### config.mk
export PLATFORM = sky130hd
export DESIGN_NAME = leb128_stream_decoder
export DESIGN_NICKNAME = d
export VERILOG_FILES = /design/src/hw/rtl/leb_pkg.sv /design/src/hw/rtl/leb128_stream_decoder.sv /design/src/hw/rtl/leb_step.sv
export SDC_FILE = /design/constraint.sdc
export NUM_CORES = 1
export LEC_CHECK = 0
export ABC_AREA = 1
export BUFFER_PORTS_ARGS = -buffer_cell sky130_fd_sc_hd__buf_2
export CORE_ASPECT_RATIO = 0.75
export CORE_MARGIN = 4
export CORE_UTILIZATION = 28
export CTS_BUF_LIST = sky130_fd_sc_hd__clkbuf_4
export DETAILED_ROUTE_END_ITERATION = 16
export GPL_TIMING_DRIVEN = 0
export PLACE_DENSITY = 0.42
export SLEW_MARGIN = 25
export SYNTH_ARGS = -nofsm -noshare
export SYNTH_HDL_FRONTEND = slang
export SYNTH_SLANG_ARGS = --single-unit
export TNS_END_PERCENT = 50
### constraint.sdc
create_clock -name i_clk -period 4.2 [get_ports i_clk]
set_clock_uncertainty 0.15 [all_clocks]
set_input_delay 1.26 -clock i_clk [delete_from_list [all_inputs] [get_ports i_clk]]
set_output_delay 1.26 -clock i_clk [all_outputs]
set_load 0.01 [all_outputs]
### src/hw/rtl/leb_pkg.sv
`timescale 1ns / 1ps
// ----------------------------------------------------------------------------
// leb_pkg
// shared types and constants for the leb128 stream decoder
// ----------------------------------------------------------------------------
package leb_pkg;

    // decode modes, sampled on the first byte of a value
    localparam logic [1:0] MODE_U32 = 2'd0;
    localparam logic [1:0] MODE_S32 = 2'd1;
    localparam logic [1:0] MODE_S64 = 2'd2;

    // index of the longest allowed byte of a value
    localparam logic [3:0] LAST_NARROW = 4'd4;
    localparam logic [3:0] LAST_WIDE   = 4'd9;

    typedef enum logic [1:0] {
        ST_OK        = 2'd0,
        ST_BAD_BITS  = 2'd1,
        ST_TOO_LONG  = 2'd2,
        ST_TRUNCATED = 2'd3
    } t_status;

    typedef struct packed {
        logic [1:0] func;
        logic [7:0] data_byte;
        logic       final_byte;
    } t_in_item;

    typedef struct packed {
        logic signed [63:0] value;
        t_status            status;
        logic [3:0]         length;
    } t_out_item;

    // decoder state carried between bytes of one value
    typedef struct packed {
        logic [63:0] acc;
        logic [3:0]  cnt;
        logic [1:0]  mode;
    } t_dec_state;

endpackage

### src/hw/rtl/leb128_stream_decoder.sv
`timescale 1ns / 1ps
// ----------------------------------------------------------------------------
// leb128_stream_decoder
// byte-serial leb128 decoder for unsigned32, signed32 and signed64 values
// ----------------------------------------------------------------------------
// a result is loaded into the result register from the input register holding its last byte
// throughput: one byte per cycle, unless a finishing byte waits on a stalled, full result
// register; bytes continuing a value cause no result and never wait on the output side
// reset (i_rst_n low, synchronous) empties both registers and clears the decoder
// state; the first byte after reset starts a new value
// ----------------------------------------------------------------------------
module leb128_stream_decoder
    import leb_pkg::*;
(
    input  logic      i_clk,
    input  logic      i_rst_n,
    input  logic      i_in_valid,
    output logic      o_in_stall,
    input  t_in_item  i_in_data,
    output logic      o_out_valid,
    input  logic      i_out_stall,
    output t_out_item o_out_data
);

    // input register
    logic       r_in_valid;
    t_in_item   r_in;

    // decoder state between bytes of one value
    t_dec_state r_state;

    // result register
    logic       r_out_valid;
    t_out_item  r_out;

    t_dec_state n_state;
    logic       step_done;
    t_out_item  step_result;
    logic       in_xfer;
    logic       adv;

    leb_step u_step (
        .i_state  (r_state),
        .i_item   (r_in),
        .o_state  (n_state),
        .o_done   (step_done),
        .o_result (step_result)
    );

    // the held byte moves on when it makes no result or the result slot frees up
    assign adv        = r_in_valid && (!step_done || !r_out_valid || !i_out_stall);
    assign o_in_stall = r_in_valid && !adv;
    assign in_xfer    = i_in_valid && !o_in_stall;

    always_ff @(posedge i_clk) begin
        if (!i_rst_n) begin
            r_in_valid <= 1'b0;
        end else if (in_xfer) begin
            r_in_valid <= 1'b1;
        end else if (adv) begin
            r_in_valid <= 1'b0;
        end
    end

    always_ff @(posedge i_clk) begin
        if (in_xfer) begin
            r_in <= i_in_data;
        end
    end

    always_ff @(posedge i_clk) begin
        if (!i_rst_n) begin
            r_state <= '0;
        end else if (adv) begin
            r_state <= n_state;
        end
    end

    // result register: loaded by a finishing byte, emptied by an output transfer
    always_ff @(posedge i_clk) begin
        if (!i_rst_n) begin
            r_out_valid <= 1'b0;
        end else if (adv && step_done) begin
            r_out_valid <= 1'b1;
        end else if (!i_out_stall) begin
            r_out_valid <= 1'b0;
        end
    end

    always_ff @(posedge i_clk) begin
        if (adv && step_done) begin
            r_out <= step_result;
        end
    end

    assign o_out_valid = r_out_valid;
    assign o_out_data  = r_out;

    // byte count never runs past the longest byte index
    a_cnt_range: assert property (@(posedge i_clk) disable iff (!i_rst_n)
        r_state.cnt <= LAST_WIDE)
        else $error("byte count out of range");

    // unsigned32 values never hold more than four pending bytes
    a_u32_len: assert property (@(posedge i_clk) disable iff (!i_rst_n)
        (r_state.mode == MODE_U32) |-> (r_state.cnt <= LAST_NARROW))
        else $error("unsigned32 value too long");

    // mode holds while a value is in progress
    a_mode_hold: assert property (@(posedge i_clk) disable iff (!i_rst_n)
        (adv && r_state.cnt != 4'd0) |=> (r_state.mode == $past(r_state.mode)))
        else $error("mode changed mid-value");

    // a finished value restarts the decoder
    a_restart: assert property (@(posedge i_clk) disable iff (!i_rst_n)
        (adv && step_done) |=> (r_state.cnt == 4'd0 && r_state.acc == 64'd0))
        else $error("decoder state not cleared after result");

    // error results carry a zero value
    a_err_zero: assert property (@(posedge i_clk) disable iff (!i_rst_n)
        (r_out_valid && r_out.status != ST_OK) |-> (r_out.value == 64'sd0))
        else $error("nonzero value on error result");

endmodule

### src/hw/rtl/leb_step.sv
`timescale 1ns / 1ps
// ----------------------------------------------------------------------------
// leb_step
// per-byte decode: merges one byte into the decoder state, flags errors
// ----------------------------------------------------------------------------
module leb_step
    import leb_pkg::*;
(
    input  t_dec_state i_state,
    input  t_in_item   i_item,
    output t_dec_state o_state,
    output logic       o_done,
    output t_out_item  o_result
);

    logic [1:0]  mode_eff;
    logic        wide;
    logic        sgn;
    logic [3:0]  last;
    logic [3:0]  idx;
    logic        at_last;
    logic [6:0]  shift;
    logic [6:0]  payload;
    logic        cont;
    logic [2:0]  unused_n;
    logic [5:0]  unused_w;
    logic [63:0] acc_or;
    logic [63:0] acc_ext;
    logic [63:0] value;
    t_status     status;
    logic        done;

    always_comb begin
        mode_eff = (i_state.cnt == 4'd0) ? i_item.func : i_state.mode;
        wide     = mode_eff[1];
        sgn      = (mode_eff != MODE_U32);
        last     = wide ? LAST_WIDE : LAST_NARROW;
        idx      = (i_state.cnt > last) ? last : i_state.cnt;
        at_last  = (idx == last);
        // 7 * idx
        shift    = {idx, 3'b000} - {3'b000, idx};
        payload  = i_item.data_byte[6:0];
        cont     = i_item.data_byte[7];
        unused_n = payload[6:4];
        unused_w = payload[6:1];

        // unused bits of the longest byte
        status = ST_OK;
        if (at_last) begin
            if (mode_eff == MODE_U32) begin
                if (i_item.data_byte[7:4] != 4'd0) begin
                    status = ST_BAD_BITS;
                end
            end else if (!wide) begin
                if (unused_n != 3'b000 && unused_n != 3'b111) begin
                    status = ST_BAD_BITS;
                end
            end else begin
                if (unused_w != 6'b000000 && unused_w != 6'b111111) begin
                    status = ST_BAD_BITS;
                end
            end
        end

        acc_or  = i_state.acc | (64'(payload) << shift);
        acc_ext = acc_or;
        if (sgn && !at_last && payload[6]) begin
            acc_ext = acc_or | ({64{1'b1}} << (shift + 7'd7));
        end

        if (mode_eff == MODE_U32) begin
            value = {32'd0, acc_ext[31:0]};
        end else if (!wide) begin
            value = {{32{acc_ext[31]}}, acc_ext[31:0]};
        end else begin
            value = acc_ext;
        end

        done = 1'b1;
        if (status == ST_OK && cont) begin
            if (at_last) begin
                status = ST_TOO_LONG;
            end else if (i_item.final_byte) begin
                status = ST_TRUNCATED;
            end else begin
                done = 1'b0;
            end
        end

        o_done          = done;
        o_result.value  = (status == ST_OK) ? value : 64'd0;
        o_result.status = status;
        o_result.length = idx + 4'd1;

        o_state.acc  = done ? 64'd0 : acc_or;
        o_state.cnt  = done ? 4'd0 : idx + 4'd1;
        o_state.mode = mode_eff;
    end

endmodule

==> results of run 1 <==
-- through the flow --
stage / setup TNS (ns) / setup slack, ns / std cells / cell area (sq um)
floorplan: -0.0589 / -0.00196 / 980 / 7680
global placement: -259.34 / -1.63 / 1417 / 8550
detailed placement: -172.14 / -1.49 / 1419 / 8590
CTS: -0.118 / -0.118 / 1480 / 9430
global route: -0.213 / -0.140 / 1504 / 9860
finish: 0 / 0.0106 / 1504 / 9860
-- synthesized netlist by cell type (all sizes together) --
cell type	n	area share [%]
nand4	7	0.77
o31ai	1	0.098
ha	4	0.65
nor2	159	8.0
clkinv	1	0.049
nand2	228	12
nand3	102	7.1
o21a	1	0.098
dfxtp	72	19
inv	67	3.3
nand3b	2	0.20
a21oi	114	7.6
mux2i	2	0.31
clkbuf	19	0.93
a31oi	3	0.25
o21bai	3	0.29
o22ai	1	0.082
buf	31	2.3
o21ai	37	2.4
or2	2	0.16
nor3	39	2.6
edfxtp	81	32
o211ai	2	0.20
a211oi	2	0.20
-- kinds of logic after synthesis --
kind of cell / synth area share [%]
flops: 50.6
buf+inv: 6.55
fa+ha+maj: 0.654
compound gates: 11.2
mux: 0.310
simple gates: 30.7
-- final timing paths --
path          startpoint        endpoint
min reg2reg  r_state[44]     r_state[44]
max           r_state[5]      o_in_stall
max reg2reg   r_state[5]  o_out_data[16]
min          r_state[44]     r_state[44]
-- critical path, cell delays in order, from the launching register on --
cell and delay [ns]:
dfxtp_4 0.38, nor2_4 0.15, nand3_2 0.10, nand2_4 0.11, clkinv_8 0.06, ha_4 0.23
o21ai_2 0.12, nand2_1 0.05, nand2_1 0.06, nand2_2 0.06, buf_6 0.12, nand2_4 0.07
nand3_2 0.08, nand2_2 0.08, nor2_2 0.04, nand2_2 0.09, nand3_2 0.09, nor2_2 0.11
buf_2 0.14
-- report_power, final --
part           internal [W]  switching (W)  total (W)  leakage [nW]
sequential          0.00165      0.0000178    0.00166          1.36
combinational      0.000245       0.000490   0.000735          2.53
clock              0.000420       0.000593    0.00101         0.154
total               0.00231        0.00110    0.00341          4.04
-- registers in the layout, indices dropped and copies added (netlist names) --
| register | flops |
|---|---|
| o_out_data | 70 |
| o_out_valid | 1 |
| r_in | 11 |
| r_in_valid | 1 |
| r_state | 70 |
-- metal layers --
layer / GRT usage, % / vias up
li1: - / 3606
met1: 29.3 / 3551
met2: 27.5 / 233
met3: 3.51 / 28
met4: 4.31 / 0
met5: 0 / -
-- timing repair --
action | in CTS | in global routing
pin swaps | 16 | 27
gates cloned | 1 | 3
resized for setup | 100 | 76
setup buffers | 28 | 21
setup endpoints to repair | 200 | 100
-- area by class of cell --
cell class	count	area, sq um	share of cell area [%]
buffer	49	375	3.81
clock inverter	13	153	1.55
antenna	1	2.50	0.0254
inverter	68	290	2.95
tap	351	439	4.46
sequential	153	3880	39.4
multi-input combinational	709	3650	37.1
timing repair buffer	141	920	9.33
clock buffer	19	143	1.45
==> flow_summary_export.csv, run 1 <==
group,metric,value,unit
run_status,status,"finished, final reports clean",
timing,hold_viol,0,
floorplanning,core_area,26900,sq um
timing,finalCritPeriodShare,99.7,%
pwr,p_per_area,346,nW/um^2
grt,grt_max_degree,32,
final_layout,nets,1158,
place,routabilityCongestion,0.934,
grt,grt.overflow.total,0,
hold_path,hold_path.class,"reg -> reg",
grt,grtUsageTotal,19.0,%
synthesis,synth_seq_cells,153,
timing,setup_viol,0,
clock_tree,cts.clk_slew.worst_paths,0.14,ns
timing,fmax,239,MHz
clock_tree,cts-root-buf,"clkbuf_4",
synthesis,syn_nets,999,
floorplanning,die_x,199,um
clock_tree,cts_htree_levels,4,
drt,vias,7418,
clock_tree,clock-sinks,153,
grt,grt_pass1_wl,42600,um
drt,drc,0,
drt,viasPerCell,4.93,
timing,worst_pin_slew,0.919,ns
final_layout,drive_above_1_share,28.9,%
pwr,vdd_ir_drop_max,0.000169,V
setup_path,critPathMaxFanout,4,
synthesis,ys_seq_area_share,50.6,%
final_layout,mostFrequentLayoutCell,"nand2_1",
clock_tree,cts_buffer_depth,2,
setup_path,worstPathArrival,2.78,ns
timing,period_minus_slack,4.19,ns
setup_path,end_kind,"output pin",
synthesis,synth_warnings,0,
drt,top_layer,"met4",
floorplanning,dieHeight,151,um
final_layout,final_cell_mix,"190 x nand2_1, 136 x nor2_1, 102 x a21oi_1",
grt,grt_pass1_vias,7059,
clock_tree,worst_skew_pair.late_latency,0.62,ns
drt,drt.antenna.violating_nets,0,
setup_path,required,2.79,ns
floorplanning,dieArea,30100,sq um
drt,wire_per_inst,19.0,um
setup_path,ff2ff_path_depth,26,
synthesis,synth_area_per_cell,7.81,sq um
setup_path,r2r_setup_slack,0.17,ns
drt,wl_met3,1750,um
place,port_buffers,86,
hold_path,min_path_cells,2,
clock_tree,cts_tree,"done",
grt,antenna_found_initial,1,
synthesis,synth_area,7660,sq um
final_layout,n_fill_cell,2900,
floorplanning,ios,87,
drt,drtPass1Iterations,5,
timing,report.final.slew_viol_count,0,
place,dpl.hpwl,21500,um
clock_tree,hold_buffers,0,
drt,routed_wl,28600,um
synthesis,syn_inst,980,
synthesis,yosysUniqueCellTypes,39,
floorplanning,rows,52,
pwr,p_leak,4.04,nW
drt,wl_met2,12000,um
clock_tree,cts_inserted_buffers,17,
final_layout,syn2layout_area_growth,28.7,%
drt,drt-initial-drc-count,581,
setup_path,path_class,"reg -> out",
drt,wl_met1,14400,um
timing,slew_headroom,38.8,%
final_layout,postLayoutCoreUtil,36.6,%
timing,hold_ws,0.309,ns
floorplanning,floorplan.initialDensity,28.4,%
pwr,p_total,0.00341,W
setup_path,crit_path_start_kind,"flip-flop",
timing,rsz0062_at_grt,"yes",
run,max_cap_violations,0,
No activity file was read; power rests on OpenSTA's default activity.
==> inputs of run 2 (changes only) <==
- ABC_AREA: 1 -> unset
- SLEW_MARGIN: 25 -> 40
- TNS_END_PERCENT: 50 -> 30
==> flow_summary_export.csv, run 2 <==
group,metric,value,unit
setup_path,r2r_end,"o_out_data[48]",
setup_path,worstSetupStartpoint,"r_state[5]",
setup_path,critPathMaxFanout,8,
synthesis,synthTopCellsByCount,"131 x a21oi_1, 118 x nor2_1, 81 x edfxtp_1",
timing,finalWorstSetupSlack,-0.695,ns
clock_tree,clock-sinks,153,
run,max_cap_violations,0,
floorplanning,die_x,200,um
synthesis,synth.top_cells.by_area,"edfxtp_1 32%, dfxtp_1 19%, a21oi_1 8.5%, nor2_1 5.7%, a31oi_1 2.7%",
pwr,p_total,0.00332,W
place,port_buffers,85,
hold_path,hold_path.class,"reg -> reg",
pwr,pwr-share-clk,27.3,%
floorplanning,dieHeight,152,um
timing,worst_pin_slew,0.893,ns
pwr,p_per_area,290,nW/um^2
synthesis,synth_area_per_cell,9.67,sq um
setup_path,required,4.48,ns
synthesis,async_flop_share,0,%
final_layout,postLayoutCoreUtil,42.4,%
drt,drc,0,
clock_tree,cts_tree,"done",
clock_tree,worst_skew_pair.late_latency,0.60,ns
synthesis,syn_nets,816,
grt,grt_pass1_vias,6993,
drt,drt.antenna.violating_nets,0,
setup_path,path_class,"reg -> reg",
final_layout,drive_above_1_share,46.8,%
grt,grt_pass1_wl,44400,um
synthesis,synth_seq_cells,153,
timing,hold_viol,0,
drt,vias,7453,
clock_tree,cts-root-buf,"clkbuf_4",
setup_path,ff2ff_path_depth,18,
floorplanning,ios,87,
drt,drt-initial-drc-count,695,
synthesis,yosys.area.top_type,"edfxtp_1",
synthesis,syn_inst,797,
setup_path,endpoint,"o_out_data[48]",
synthesis,ys_seq_area_share,50.3,%
pwr,combPwrFrac,22.7,%
setup_path,rr_startpoint,"r_state[5]",
timing,rsz0062_at_grt,"yes",
synthesis,synth_area,7700,sq um
run_status,status,"complete, but fails checks",
drt,viasPerCell,5.49,
timing,report.final.slew_viol_count,0,
setup_path,end_kind,"flip-flop",
drt,wire_per_inst,22.6,um
timing,fmax,204,MHz
pwr,p_leak,4.02,nW
timing,setup_viol,126,
synthesis,synth_edf_count,81,
timing,slew_headroom,40.4,%
drt,drtPass1Iterations,7,
grt,grtUsageTotal,19.7,%
place,dp_cells,1238,
floorplanning,floorplan.initialDensity,28.5,%
grt,grt_max_degree,20,
clock_tree,cts_inserted_buffers,17,
clock_tree,cts_buffer_depth,2,
synthesis,synth.most_common_cell,"a21oi_1",
place,routabilityCongestion,0.877,
final_layout,stdcell_count,1358,
floorplanning,core_area,27100,sq um
synthesis,synth_flop_cell,"edfxtp_1",
pwr,seqPwrFrac,50.0,%
pwr,p_sw,0.00102,W
clock_tree,cts.clk_slew.worst_paths,0.14,ns
run_status,violations,"negative setup slack",
final_layout,mostFrequentLayoutCell,"nor2_1",
floorplanning,rows,52,
floorplanning,dieArea,30300,sq um
clock_tree,cts_htree_levels,4,
pwr,swShare,30.8,%
place,dpl.hpwl,21000,um
final_layout,final_cell_mix,"109 x nor2_1, 90 x buf_2, 81 x edfxtp_1",
synthesis,yosysUniqueCellTypes,81,
drt,routed_wl,30600,um
timing,finalCritPeriodShare,117,%
pwr,vdd_ir_drop_max,0.000158,V
synthesis,synth_warnings,0,
timing,hold_ws,0.334,ns
timing,period_minus_slack,4.90,ns
grt,antenna_found_initial,2,
setup_path,worstPathArrival,5.18,ns
pwr,p_int,0.00230,W
synthesis,yosysTopAreaCellShare,31.6,%
setup_path,r2r_setup_slack,-0.70,ns
grt,grt.overflow.total,0,
final_layout,nets,1012,
setup_path,crit_path_start_kind,"flip-flop",
final_layout,syn2layout_area_growth,48.8,%
run 2: changes by cell type in the layout (fill, tap and decap cells not counted), moves of 11 or more:
cell      previous run  this run
a21oi_1            102        76
a21oi_2             11        45
a21oi_4              1        14
a221oi_2             0        11
a31oi_1              3        23
buf_4               51        74
inv_1               52         5
nand2_1            190        27
nand2_2             31         2
nand3_1             87        21
nor2_1             136       109
nor3_1              35        19
o21ai_0             26        14
run 2: timing repair:
action                                  CTS  global route
cloned                                    5             3
setup buffers                            59            24
hold buffers                              0             0
endpoints found under the setup margin  212           167
gates resized for setup                 245            75
pin swaps                                52            36
run 2: layer usage:
layer,vias up,part of all wire (%),GRT usage (%)
met1,3712,49,29.9
met5,-,0,0
met4,0,1.7,5.02
met2,274,42,28.1
li1,3429,-,-
met3,38,7.0,4.66
run 2: kinds of logic (layout without fill, tap and decap cells):
| group | Yosys count | in the layout | synth area share, % |
|---|---|---|---|
| multiplexers | 18 | 18 | 2.70 |
| buffers and inverters | 60 | 269 | 4.01 |
| other | 0 | 1 | 0 |
| adder cells (fa/ha/maj) | 4 | 4 | 0.650 |
| flip-flops | 153 | 153 | 50.3 |
| XOR/XNOR | 8 | 8 | 1.10 |
| AND/OR/NAND/NOR | 251 | 251 | 15.5 |
| AO/OA/AOI/OAI | 303 | 303 | 25.7 |
run 2: area by class of cell:
type | instances | area [sq um]
Fill cell | 2659 | 15600
Multi-Input combinational cell | 584 | 4950
Timing Repair Buffer | 181 | 1400
Clock inverter | 14 | 131
Tap cell | 351 | 439
Antenna cell | 1 | 2.50
Sequential cell | 153 | 3890
Buffer | 43 | 442
Clock buffer | 18 | 135
Inverter | 13 | 83.8
run 2: critical path: stages, from the launching register on:
cell and delay (ns):
dfxtp_4 0.39, nor4_4 0.37, mux2i_4 0.38, buf_8 0.15
inv_8 0.03, ha_4 0.24, o21bai_4 0.14, mux2_4 0.36
nor2_8 0.21, inv_8 0.05, ha_4 0.21, or2_4 0.30
a2111oi_4 0.26, a31oi_4 0.08, a221o_2 0.46, a21o_1 0.24
a31o_4 0.34, buf_12 0.19, a31oi_4 0.16
run 2: metrics by stage:
stage,TNS [ns],area [sq um],worst slack [ns]
finish,-50.24,11500,-0.695
CTS,-51.28,10900,-0.657
detailed placement,-233.68,8880,-2.06
floorplan,-58.41,7870,-0.572
global route,-66.52,11500,-0.808
global placement,-331.50,8740,-2.04
run 2: worst min path at each step:
stage / startpoint / endpoint / slack, ns / cells after the start
final: r_state[18] / r_state[18] / 0.33 / 2
after global routing: r_state[40] / r_state[40] / 0.36 / 2
after CTS: r_state[18] / r_state[18] / 0.34 / 2
after detailed placement: r_state[11] / r_state[11] / 0.30 / 2
after global placement: r_state[7] / r_state[7] / 0.30 / 2
after floorplan: r_state[22] / r_state[22] / 0.29 / 2
run 2: power groups by stage:
stage | clock network (W) | registers, W | logic (W)
3_5_place_dp | 0 | 0.00170 | 0.000500
2_1_floorplan | 0 | 0.00171 | 0.000282
5_1_grt | 0.00101 | 0.00167 | 0.000799
6_report | 0.000908 | 0.00166 | 0.000753
4_1_cts | 0.000950 | 0.00166 | 0.000696
3_3_place_gp | 0 | 0.00170 | 0.000486
